$ cat src/rtl/phsf_pkg.sv
// Shared types and constants of the pair hash slot finder.
// Holds the controller/datapath command and status structures, result codes and widths.
// Depends on nothing.
package phsf_pkg;

    localparam int DEF_TABLE_SLOTS = 1024;
    localparam int DEF_ID_BITS     = 16;

    localparam int HASH_W        = 32;
    localparam int CFG_W         = 11;
    localparam int STATUS_W      = 2;
    localparam int APB_ADDR_W    = 3;
    localparam int APB_DATA_W    = 32;
    localparam int MOD_STEP_BITS = 4;
    localparam int MOD_STEPS     = HASH_W / MOD_STEP_BITS;
    localparam int MOD_CNT_W     = $clog2(MOD_STEPS);

    localparam logic [CFG_W-1:0] ACTIVE_SLOTS_RESET = CFG_W'(1024);
    localparam logic             REG_ACTIVE_SLOTS   = 1'b0;

    localparam logic [STATUS_W-1:0] STATUS_FOUND    = 2'd0;
    localparam logic [STATUS_W-1:0] STATUS_INSERTED = 2'd1;
    localparam logic [STATUS_W-1:0] STATUS_FULL     = 2'd2;

    typedef struct packed {
        logic clr;
        logic load;
        logic mul;
        logic hash;
        logic modstep;
        logic seek;
        logic cmp;
        logic emit;
    } t_cmd;

    typedef struct packed {
        logic clr_last;
        logic mod_last;
        logic hit;
        logic out_free;
    } t_sts;

endpackage

$ cat src/rtl/phsf_ctrl.sv
// Controller of the pair hash slot finder: sequences clearing, hashing, reduction and probing.
// Depends on phsf_pkg for the command and status structures.
module phsf_ctrl
    import phsf_pkg::*;
(
    input  logic i_clk,
    input  logic i_rst_n,
    input  logic i_in_valid,
    output logic o_in_ready,
    input  t_sts i_sts,
    output t_cmd o_cmd
);

    typedef enum logic [3:0] {
        S_CLEAR,
        S_IDLE,
        S_MUL,
        S_HASH,
        S_MOD,
        S_SEEK,
        S_READ,
        S_CMP,
        S_FINISH
    } t_state;

    t_state r_state;
    t_state n_state;

    always_comb begin
        n_state = r_state;
        o_cmd   = '0;
        unique case (r_state)
            S_CLEAR: begin
                o_cmd.clr = 1'b1;
                if (i_sts.clr_last) begin
                    n_state = S_IDLE;
                end
            end
            S_IDLE: begin
                if (i_in_valid) begin
                    o_cmd.load = 1'b1;
                    n_state    = S_MUL;
                end
            end
            S_MUL: begin
                o_cmd.mul = 1'b1;
                n_state   = S_HASH;
            end
            S_HASH: begin
                o_cmd.hash = 1'b1;
                n_state    = S_MOD;
            end
            S_MOD: begin
                o_cmd.modstep = 1'b1;
                if (i_sts.mod_last) begin
                    n_state = S_SEEK;
                end
            end
            S_SEEK: begin
                o_cmd.seek = 1'b1;
                n_state    = S_READ;
            end
            S_READ: begin
                n_state = S_CMP;
            end
            S_CMP: begin
                o_cmd.cmp = 1'b1;
                n_state   = i_sts.hit ? S_FINISH : S_READ;
            end
            S_FINISH: begin
                if (i_sts.out_free) begin
                    o_cmd.emit = 1'b1;
                    n_state    = S_IDLE;
                end
            end
            default: begin
                n_state = S_IDLE;
            end
        endcase
    end

    always_ff @(posedge i_clk) begin
        if (!i_rst_n) begin
            r_state <= S_CLEAR;
        end else begin
            r_state <= n_state;
        end
    end

    assign o_in_ready = (r_state == S_IDLE);

endmodule

$ cat config.mk
export PLATFORM = sky130hd
export DESIGN_NAME = phsf_ctrl
export DESIGN_NICKNAME = d
export VERILOG_FILES = /design/src/rtl/phsf_pkg.sv /design/src/rtl/phsf_ctrl.sv
export SDC_FILE = /design/constraint.sdc
export NUM_CORES = 1
export LEC_CHECK = 0
export BUFFER_PORTS_ARGS = -buffer_cell sky130_fd_sc_hd__buf_2
export CORE_AREA = 2 2 39 41
export CTS_CLUSTER_SIZE = 30
export DETAILED_ROUTE_END_ITERATION = 8
export DIE_AREA = 0 0 41 43
export GPL_TIMING_DRIVEN = 0
export PLACE_DENSITY_LB_ADDON = 0.1
export SYNTH_ARGS = -nofsm -noshare
export SYNTH_HDL_FRONTEND = slang
export SYNTH_SLANG_ARGS = --single-unit
$ cat constraint.sdc
create_clock -name i_clk -period 1.13 [get_ports i_clk]
set_input_delay 0.0565 -clock i_clk [delete_from_list [all_inputs] [get_ports i_clk]]
set_output_delay 0.0565 -clock i_clk [all_outputs]
set_load 0.03 [all_outputs]
Yosys cells after proc, flatten, opt, wreduce, memory -nomap -nowiden --
Index checks and enable logic that the tools add are counted.
Storage, ports and cells: word-level logic and storage cells 31, memory bits (read-only) 0, input port bits 7, register bits 4, memories 0, bits in latches 0, RAM bits 0
Operators by class: $add $sub $neg 0, reductions and logical operators 2, shift operators 0, equal/unequal tests 12, bitwise logic cells 0, mux-type cells 16, divide/modulo/power cells 0, multipliers 0, $lt $le $gt $ge 0
Operators by type and width (number):
- case mux 4 bit (9 select lines) | 1
- two-way mux 4 bit | 5
- equality test 4 x 3 -> 1 bit (second input constant) | 4
- two-way mux 1 bit | 10
- equality test 4 x 2 -> 1 bit (second input constant) | 2
- inequality test 2 bit (second input constant) | 4
- equality test 4 x 1 -> 1 bit (second input constant) | 1
- equality test 4 bit (second input constant) | 1
- logical NOT 4 bit | 1
- AND reduction 4 bit | 1

Logic depth before layout (Yosys ltp) --
Gate-level depths: netlist of run 1.
word-level depth 3, depth in mapped cells 4, mapped depth without buffers 3

Worst setup path after synthesis of run 1 --
OpenSTA, ideal clock, no wires.
path kind register -> output, start register r_state[2], end output port o_cmd[5] (netlist bit), buffers on the path 1, setup slack -0.470 ns, stages on the path, launching flop included 3, arrival 1.544 ns, data required time 1.074 ns, path through dfxtp_1 > buf_2 > nor4b_1
RTL lines:
- start: declaration | RTL line phsf_ctrl.sv:26 | t_state r_state;
- start signal: assignment | RTL line phsf_ctrl.sv:86 | r_state <= n_state;
- end: declaration | RTL line phsf_ctrl.sv:11 | output t_cmd o_cmd

==> flow_summary.ini, run 1 <==
[synth]
async_reset_ff_frac = 0
synth_area_sq_um = 315
ys.flop_type = dfxtp_1
synthCells = 41
synth-seq-cells = 4
syn_area_per_cell_sq_um = 7.69
synth_area_leaders = dfxtp_1 25%, nor3_1 7.9%, nor3b_1 7.1%, buf_4 4.8%, nor2_1 4.8%
ys_seq_area_frac = 0.254
synth.most_common_cell = nor3_1
synth_top_area_share = 0.254
syn-num-nets = 48
synthTopCellsByCount = 5 x nor3_1, 4 x dfxtp_1, 4 x nor2_1
synth_largest_area_cell = dfxtp_1
synth_cell_type_count = 23
synth_edf_count = 0
ys_warn_count = 0

[finish]
diodes = 0
nNetsFinal = 79
largest_reg_flops = 4
reg.largest.list = r_state (4)
final_layout_size_suffix_gt1_frac = 0.786
syn_to_final_growth_pct = 120
regMostFlops = r_state

[sta]
fin_skew_ps = 0.271
period_share = 1.25
drv_slew = 0
whs_ps = 83.1
setup_viol = 12
fmax_ghz = 0.706
worst_slack_ps = -287
rsz0062_at_grt = true
final_hold_viol_count = 0
slew_headroom = 0.818
worst_pin_slew_ps = 273
fin_crit_ps = 1420

[global_routing]
busiest_layer = met2
grtUsageTotal = 0.136
overflow = 0
use_met3 = 0.0157
grt_pass1_vias = 420
grt_max_degree = 11
use_met2 = 0.209
antenna_found_initial = 0
met1_usage = 0.173
grt_pass1_wl_mm = 1.68

[clock_network]
clkTransAtPathRegs_ps = 30
ctsLongestPathBuffers = 2
insertion_delay_ps = 230
cts_sinks = 4
cts_max_level = 1
cts_inserted_buffers = 3
root_buffer = clkbuf_4
cts_tree = yes

[placed_design]
port-buffer-count = 15
post-place-ws_ps = -192
hpwlAfterDp_um = 648
routabilityCongestion = 0.610

[worst_setup_path]
crit_type = flip-flop to output pin
worstSetupEndpointType = output pin
endpoint = o_cmd[0]
arrival_ps = 1360
crit_required_ps = 1070
path_max_fanout = 3
reg2regPathDepth = 4
r2r-start = r_state[0]$_SDFFE_PN0P_
r2r_end = r_state[3]$_SDFFE_PN0P_
critPathLaunchType = flip-flop
startpoint = r_state[0]$_SDFFE_PN0P_
r2r_slack_ps = -180

[die]
die_h_um = 43
num_rows = 14
core_sq_um = 1380
ioPinCount = 16
start_util = 0.228
die_area_sq_um = 1760
die_x_um = 41

[detailed_routing]
vias = 417
wl_per_cell_um = 11.5
post-route-drc-count = 0
first_pass_iters = 2
via_per_inst = 4.85
wirelength_um = 986
final_antenna_net_count = 0
drt_iter0_drc = 1

[run_status]
status = complete, but fails checks
violations = setup timing

[flow_run]
maxCapViolCount = 0

[power]
ir_worst_vdd_mv = 0.340
leakage_uw = 0.000314
pwr_density_cell_nw_per_um2 = 867

[min_path]
hp-start = i_rst_n
hold_path.class = input pin to flip-flop
-- cells in the final DEF (no fill, tap or decap), drive strengths merged --
master / Yosys / routed
nor3b: 3 / 3
mux2i: 1 / 1
buf: 4 / 30
nor4b: 1 / 1
nor4: 1 / 1
and2: 2 / 2
nand2: 2 / 2
and3: 1 / 1
nor2b: 1 / 1
a2111oi: 1 / 1
a32o: 1 / 1
dfxtp: 4 / 4
nor2: 4 / 4
o21bai: 1 / 1
o32ai: 1 / 1
o21ai: 1 / 1
clkbuf: 0 / 3
nor3: 5 / 5
inv: 2 / 2
nand2b: 2 / 2
a21oi: 2 / 2
or4b: 1 / 1
-- what timing repair did --
action | 4_1_cts | 5_1_grt
setup endpoints to repair | 12 | 12
hold buffers | 0 | 0
pin swaps | 3 | 8
gates resized for setup | 31 | 10
setup buffers | 7 | 7
-- power by group --
part / leakage [uW] / switching, uW / total, uW / internal (uW)
clock network: 0.0000138 / 50.6 / 169 / 118
logic: 0.000265 / 143 / 274 / 130
registers: 0.0000350 / 7.71 / 160 / 152
-- per-layer routing --
metal  wire (um)  share of wire  vias to the layer above
met4           0              0                        0
met1         417           0.42                      200
met3          30          0.030                        0
li1            -              -                      209
met2         538           0.55                        8
met5           0              0                        -
-- metrics by stage --
step,power [uW],cells,setup TNS [ps],util,instance area [sq um]
after floorplan,296,41,-231,-,355
after global placement,346,72,-739,0.325,450
after detailed placement,345,72,-667,0.325,450
after CTS,582,82,-2090,0.458,634
after global routing,652,86,-2000,0.502,694
final,602,86,-1240,0.502,694
-- cell type report --
cell class | instances | area (sq um)
flip-flops and latches | 4 | 90.1
plain buffers | 1 | 15.0
multi-input cells | 31 | 314
well taps | 16 | 20.0
repair buffers | 29 | 225
clock buffers | 3 | 22.5
fillers | 141 | 689
inverters | 2 | 7.51
-- worst max-delay path: stages (launching register included) --
cell and delay, ps:
dfxtp_4 340, or4b_4 550, nor2_4 120, buf_6 130
-- cells by family (layout without fill, tap and decap cells) --
family                 Yosys count  count (layout)  share of synthesized area
multiplexers                     1               1                     0.0317
flip-flops                       4               4                      0.254
AND/OR/NAND/NOR                 23              23                      0.433
buffers and inverters            6              35                      0.123
AO/OA/AOI/OAI                    7               7                      0.159
-- worst min path at each step --
stage          cells after the start                      end
3_3_place_gp                       2  r_state[3]$_SDFFE_PN0P_
3_5_place_dp                       2  r_state[3]$_SDFFE_PN0P_
2_1_floorplan                      1  r_state[3]$_SDFFE_PN0P_
5_1_grt                            2  r_state[3]$_SDFFE_PN0P_
4_1_cts                            2  r_state[3]$_SDFFE_PN0P_
6_report                           2  r_state[3]$_SDFFE_PN0P_
Power figures use the tool's default switching activity.
==> inputs of run 2 (changes only) <==
- CTS_CLUSTER_DIAMETER: not set -> 60
- clock period: 1.13 -> 1.65 ns (I/O delays scaled with it)
==> run 2 against run 1 <==
Against the previous run: the run now ends clean; combinational power down 58%; cell area down 38%; register-to-register slack better by 550 ps; sequential cell count unchanged; utilization down 19 points; clock skew up 2.3 ps; worst setup slack better by 420 ps; critical endpoint unchanged; largest power group unchanged.
==> flow_summary.ini, run 2 (synthesis results as in run 1) <==
[finish]
reg.largest.list = r_state (4)
diodes = 0
layout_common_cells = 16 x buf_2, 5 x nor3_1, 4 x nor2_1, 4 x dfxtp_1
regMostFlops = r_state
final_common_cell = buf_2
syn_to_final_growth_pct = 37.3
final_layout_size_suffix_gt1_frac = 0.390
largest_reg_flops = 4
nNetsFinal = 68
instances_no_fill = 75

[power]
leakage_uw = 0.000205
p_clk_frac = 0.340
p_comb_frac = 0.341
switchingPower_uw = 111
ir_worst_vdd_mv = 0.421
fin_total_pwr_uw = 339
pwr_density_cell_nw_per_um2 = 782
seqPwrFrac = 0.319
swShare = 0.328
intPower_uw = 228

[clock_network]
cts_tree = yes
cts_resized = 0
cts_inserted_buffers = 3
ctsLongestPathBuffers = 2
insertion_delay_ps = 230
clkTransAtPathRegs_ps = 40
root_buffer = clkbuf_4
cts_sinks = 4
ctsHoldBuffers = 0
post_cts_buffers = 0
cts_max_level = 1

[detailed_routing]
post-route-drc-count = 0
wirelength_um = 831
via_per_inst = 4.77
vias = 358
drt_iter0_drc = 10
wl_per_cell_um = 11.1
final_antenna_net_count = 0
first_pass_iters = 4

[global_routing]
grt_max_degree = 11
antenna_found_initial = 0
grtUsageTotal = 0.108
overflow = 0
grt_pass1_vias = 318
grt_pass1_wl_mm = 1.35

[worst_setup_path]
worstPathCellList = buf_4 -> or4b_4 -> nor2_1 -> buf_2
cp_slowest_cell = or4b_4
cp_slowest_stage_delay_ps = 470
crit_type = flip-flop to output pin
critPathTopFamily = simple AND/OR/NAND/NOR gates
crit_required_ps = 1570
worst-path-buf-inv = 2
arrival_ps = 1440
worstSetupEndpointType = output pin
path_max_fanout = 10
critPathLaunchType = flip-flop

[sta]
worst_pin_slew_ps = 389
drv_slew = 0
setup_viol = 0
fin_skew_ps = 2.53
rsz0062_at_grt = false
fmax_ghz = 0.658
final_hold_viol_count = 0
slew_headroom = 0.734
setup_tns_ps = 0
fin_crit_ps = 1520
period_share = 0.921

[die]
ioPinCount = 16
num_rows = 14
core_sq_um = 1380
die_x_um = 41
start_util = 0.228
die_area_sq_um = 1760
die_h_um = 43

[run_status]
status = finished clean

[placed_design]
hpwlAfterDp_um = 611
port-buffer-count = 15
placed_cells = 72
routabilityCongestion = 0.658

[min_path]
hold_path.class = input pin to flip-flop

[flow_run]
maxCapViolCount = 0
-- run 2: changes by cell type in the layout (fill, tap and decap cells not counted), sizes merged --
cell and delta:
buf -11
-- run 2: final timing paths --
path         slack (ps)                    start                 endpoint  depth (start not counted)
max                 130  r_state[3]$_SDFFE_PN0P_                 o_cmd[0]                          4
min reg2reg         660  r_state[1]$_SDFFE_PN0P_  r_state[2]$_SDFFE_PN0P_                          3
min                 110                  i_rst_n  r_state[3]$_SDFFE_PN0P_                          2
max reg2reg         370  r_state[3]$_SDFFE_PN0P_  r_state[3]$_SDFFE_PN0P_                          4
-- run 2: worst reg2reg max path: cells and delay by family (launching register included) --
family | cells | cell delay [ps]
flops | 1 | 300
buf+inv | 1 | 150
simple gates | 2 | 630
compound gates | 1 | 140
-- run 2: metrics by stage --
stage          utilization  worst slack, ps  instance area, sq um  hold WS [ps]
2_1_floorplan            -             23.7                   315           204
3_3_place_gp         0.297              369                   410           340
3_5_place_dp         0.297              369                   410           343
4_1_cts              0.313              122                   433           104
5_1_grt              0.313             43.6                   433           113
6_report             0.313              131                   433           110
-- run 2: power groups by stage --
| stage | combinational, uW | sequential (uW) | clock, uW |
|---|---|---|---|
| 3_5_place_dp | 115 | 109 | 0 |
| 4_1_cts | 116 | 108 | 121 |
| 6_report | 115 | 108 | 115 |
| 2_1_floorplan | 82.8 | 108 | 0 |
| 5_1_grt | 124 | 109 | 130 |
| 3_3_place_gp | 116 | 109 | 0 |
-- run 2: area by class of cell --
cell class,count,area (sq um)
Tap cell,16,20.0
Clock buffer,3,22.5
Sequential cell,4,80.1
Fill cell,161,951
Buffer,4,31.3
Timing Repair Buffer,15,75.1
Inverter,2,7.51
Multi-Input combinational cell,31,196
-- run 2: per-layer routing --
layer | track usage | wire length (um) | up-vias
met5 | 0 | 0 | -
met4 | 0.0200 | 0 | 0
met3 | 0.0471 | 36 | 0
met2 | 0.134 | 368 | 12
met1 | 0.170 | 426 | 163
li1 | - | - | 183
==> inputs of run 3 (changes only) <==
- REMOVE_ABC_BUFFERS: not set -> 1
- clock period: 1.65 -> 1.5 ns (I/O delays scaled with it)
==> run 3 against run 2 <==
Against the previous run: power increased by 8.0%; worst hold slack worse by 5.5 ps; combinational power is 9.6% lower; utilization increased by 0.54 points; sequential power grew 24%; via count decreased by 1.1%; non-clock buffer count is 2 lower; highest routed layer unchanged; first-iteration DRC count down 50%; worst setup slack worse by 80 ps; cell area is 1.7% higher; global-route usage down 0.50 points; clock power rose by 10%.
==> flow_summary.ini, run 3 (synthesis results as in run 1) <==
[min_path]
hold_path.class = input pin to flip-flop
whs_path_depth = 2
hp-start = i_rst_n
holdPathEnd = r_state[3]$_SDFFE_PN0P_

[placed_design]
routabilityCongestion = 0.647
hpwlAfterDp_um = 583
placed_cells = 68
port-buffer-count = 15
placed_area_sq_um = 379

[worst_setup_path]
r2r_end = r_state[3]$_SDFFE_PN0P_
r2r-start = r_state[0]$_SDFFE_PN0P_
r2r_slack_ps = 210
reg2regPathDepth = 3
arrival_ps = 1370
crit_required_ps = 1420
crit_type = flip-flop to output pin
worstSetupEndpointType = output pin
path_max_fanout = 12
critPathLaunchType = flip-flop

[finish]
reg.largest.list = r_state (4)
largest_reg_flops = 4
instances_no_fill = 73
final_common_cell = buf_2
nNetsFinal = 66
post-route-cell-area_sq_um = 440
multi_input_area_sq_um = 204
final_layout_size_suffix_gt1_frac = 0.456
regArea_sq_um = 90.1
filler_cell_count = 163
layout_common_cells = 14 x buf_2, 5 x nor3_1, 3 x nor3b_1, 3 x nor2_1, 3 x clkbuf_4
diodes = 0
regMostFlops = r_state
syn_to_final_growth_pct = 39.7

[detailed_routing]
vias = 354
wl_per_cell_um = 11.4
final_antenna_net_count = 0
drt_iter0_drc = 5
first_pass_iters = 2
via_per_inst = 4.85
wirelength_um = 830
post-route-drc-count = 0

[global_routing]
antenna_found_initial = 0
grt_max_degree = 13
grt_pass1_vias = 294
grtUsageTotal = 0.103
grt_pass1_wl_mm = 1.23
overflow = 0

[power]
pwr_density_cell_nw_per_um2 = 830
ir_worst_vdd_mv = 0.384
leakage_uw = 0.000196

[die]
die_x_um = 41
ioPinCount = 16
core_sq_um = 1380
num_rows = 14
start_util = 0.228
die_h_um = 43
die_area_sq_um = 1760

[sta]
rsz0062_at_grt = false
drv_slew = 0
fin_skew_ps = 0.927
setup_viol = 0
period_share = 0.966
final_hold_viol_count = 0
fin_crit_ps = 1450
slew_headroom = 0.767
worst_pin_slew_ps = 341
fmax_ghz = 0.690

[clock_network]
ctsLongestPathBuffers = 2
root_buffer = clkbuf_4
cts_inserted_buffers = 3
clkTransAtPathRegs_ps = 40
cts_tree = yes
cts_max_level = 1
insertion_delay_ps = 230
cts_sinks = 4
ctsHoldBuffers = 0

[run_status]
status = finished clean

[flow_run]
maxCapViolCount = 0
[run 3: metrics by stage]
stage          utilization  setup slack [ps]  power [uW]  TNS, ps  hold slack [ps]
2_1_floorplan            -             -66.1         199    -66.1              197
3_3_place_gp         0.274               129         236        0              327
3_5_place_dp         0.274               125         235        0              341
4_1_cts              0.307              6.73         373        0             97.6
5_1_grt              0.318             0.384         391        0              127
6_report             0.318              50.6         365        0              104
[run 3: where the power goes]
group | switching [uW] | internal, uW
Combinational | 63.8 | 40.0
Sequential | 19.4 | 115
Clock | 38.2 | 89.1
Total | 121 | 244
[run 3: layer usage]
| layer | up-vias | GRT usage | share of wire |
|---|---|---|---|
| met5 | - | 0 | 0 |
| met2 | 9 | 0.128 | 0.46 |
| met4 | 0 | 0.0800 | 0 |
| li1 | 182 | - | - |
| met1 | 163 | 0.151 | 0.48 |
| met3 | 0 | 0.0157 | 0.061 |
[run 3: worst max-delay path by stage]
stage	slack, ps	from	to
floorplan	-70	r_state[1]$_SDFFE_PN0P_	o_cmd[5]
global placement	130	r_state[2]$_SDFFE_PN0P_	r_state[3]$_SDFFE_PN0P_
detailed placement	130	r_state[3]$_SDFFE_PN0P_	r_state[3]$_SDFFE_PN0P_
CTS	7	r_state[1]$_SDFFE_PN0P_	o_cmd[0]
global route	0.4	r_state[0]$_SDFFE_PN0P_	o_cmd[0]
finish	50	r_state[0]$_SDFFE_PN0P_	o_cmd[0]
[run 3: cell type report]
| type | instances | share of cell area |
|---|---|---|
| timing repair buffer | 17 | 0.219 |
| tap | 16 | 0.0455 |
| sequential | 4 | 0.205 |
| multi-input combinational | 31 | 0.463 |
| inverter | 2 | 0.0170 |
| clock buffer | 3 | 0.0511 |
[run 3: worst max-delay path, stage by stage (launching register included)]
cell and delay [ps]:
dfxtp_4 380, or4b_4 550, nor2_4 100, buf_6 130
[run 3: repair_timing]
item | CTS | global route
hold endpoints to repair | 0 | 0
pin swaps | 0 | 0
resized for setup | 5 | 5
endpoints found under the setup margin | 1 | 1
buffers inserted | 2 | 0
gates cloned | 0 | 0
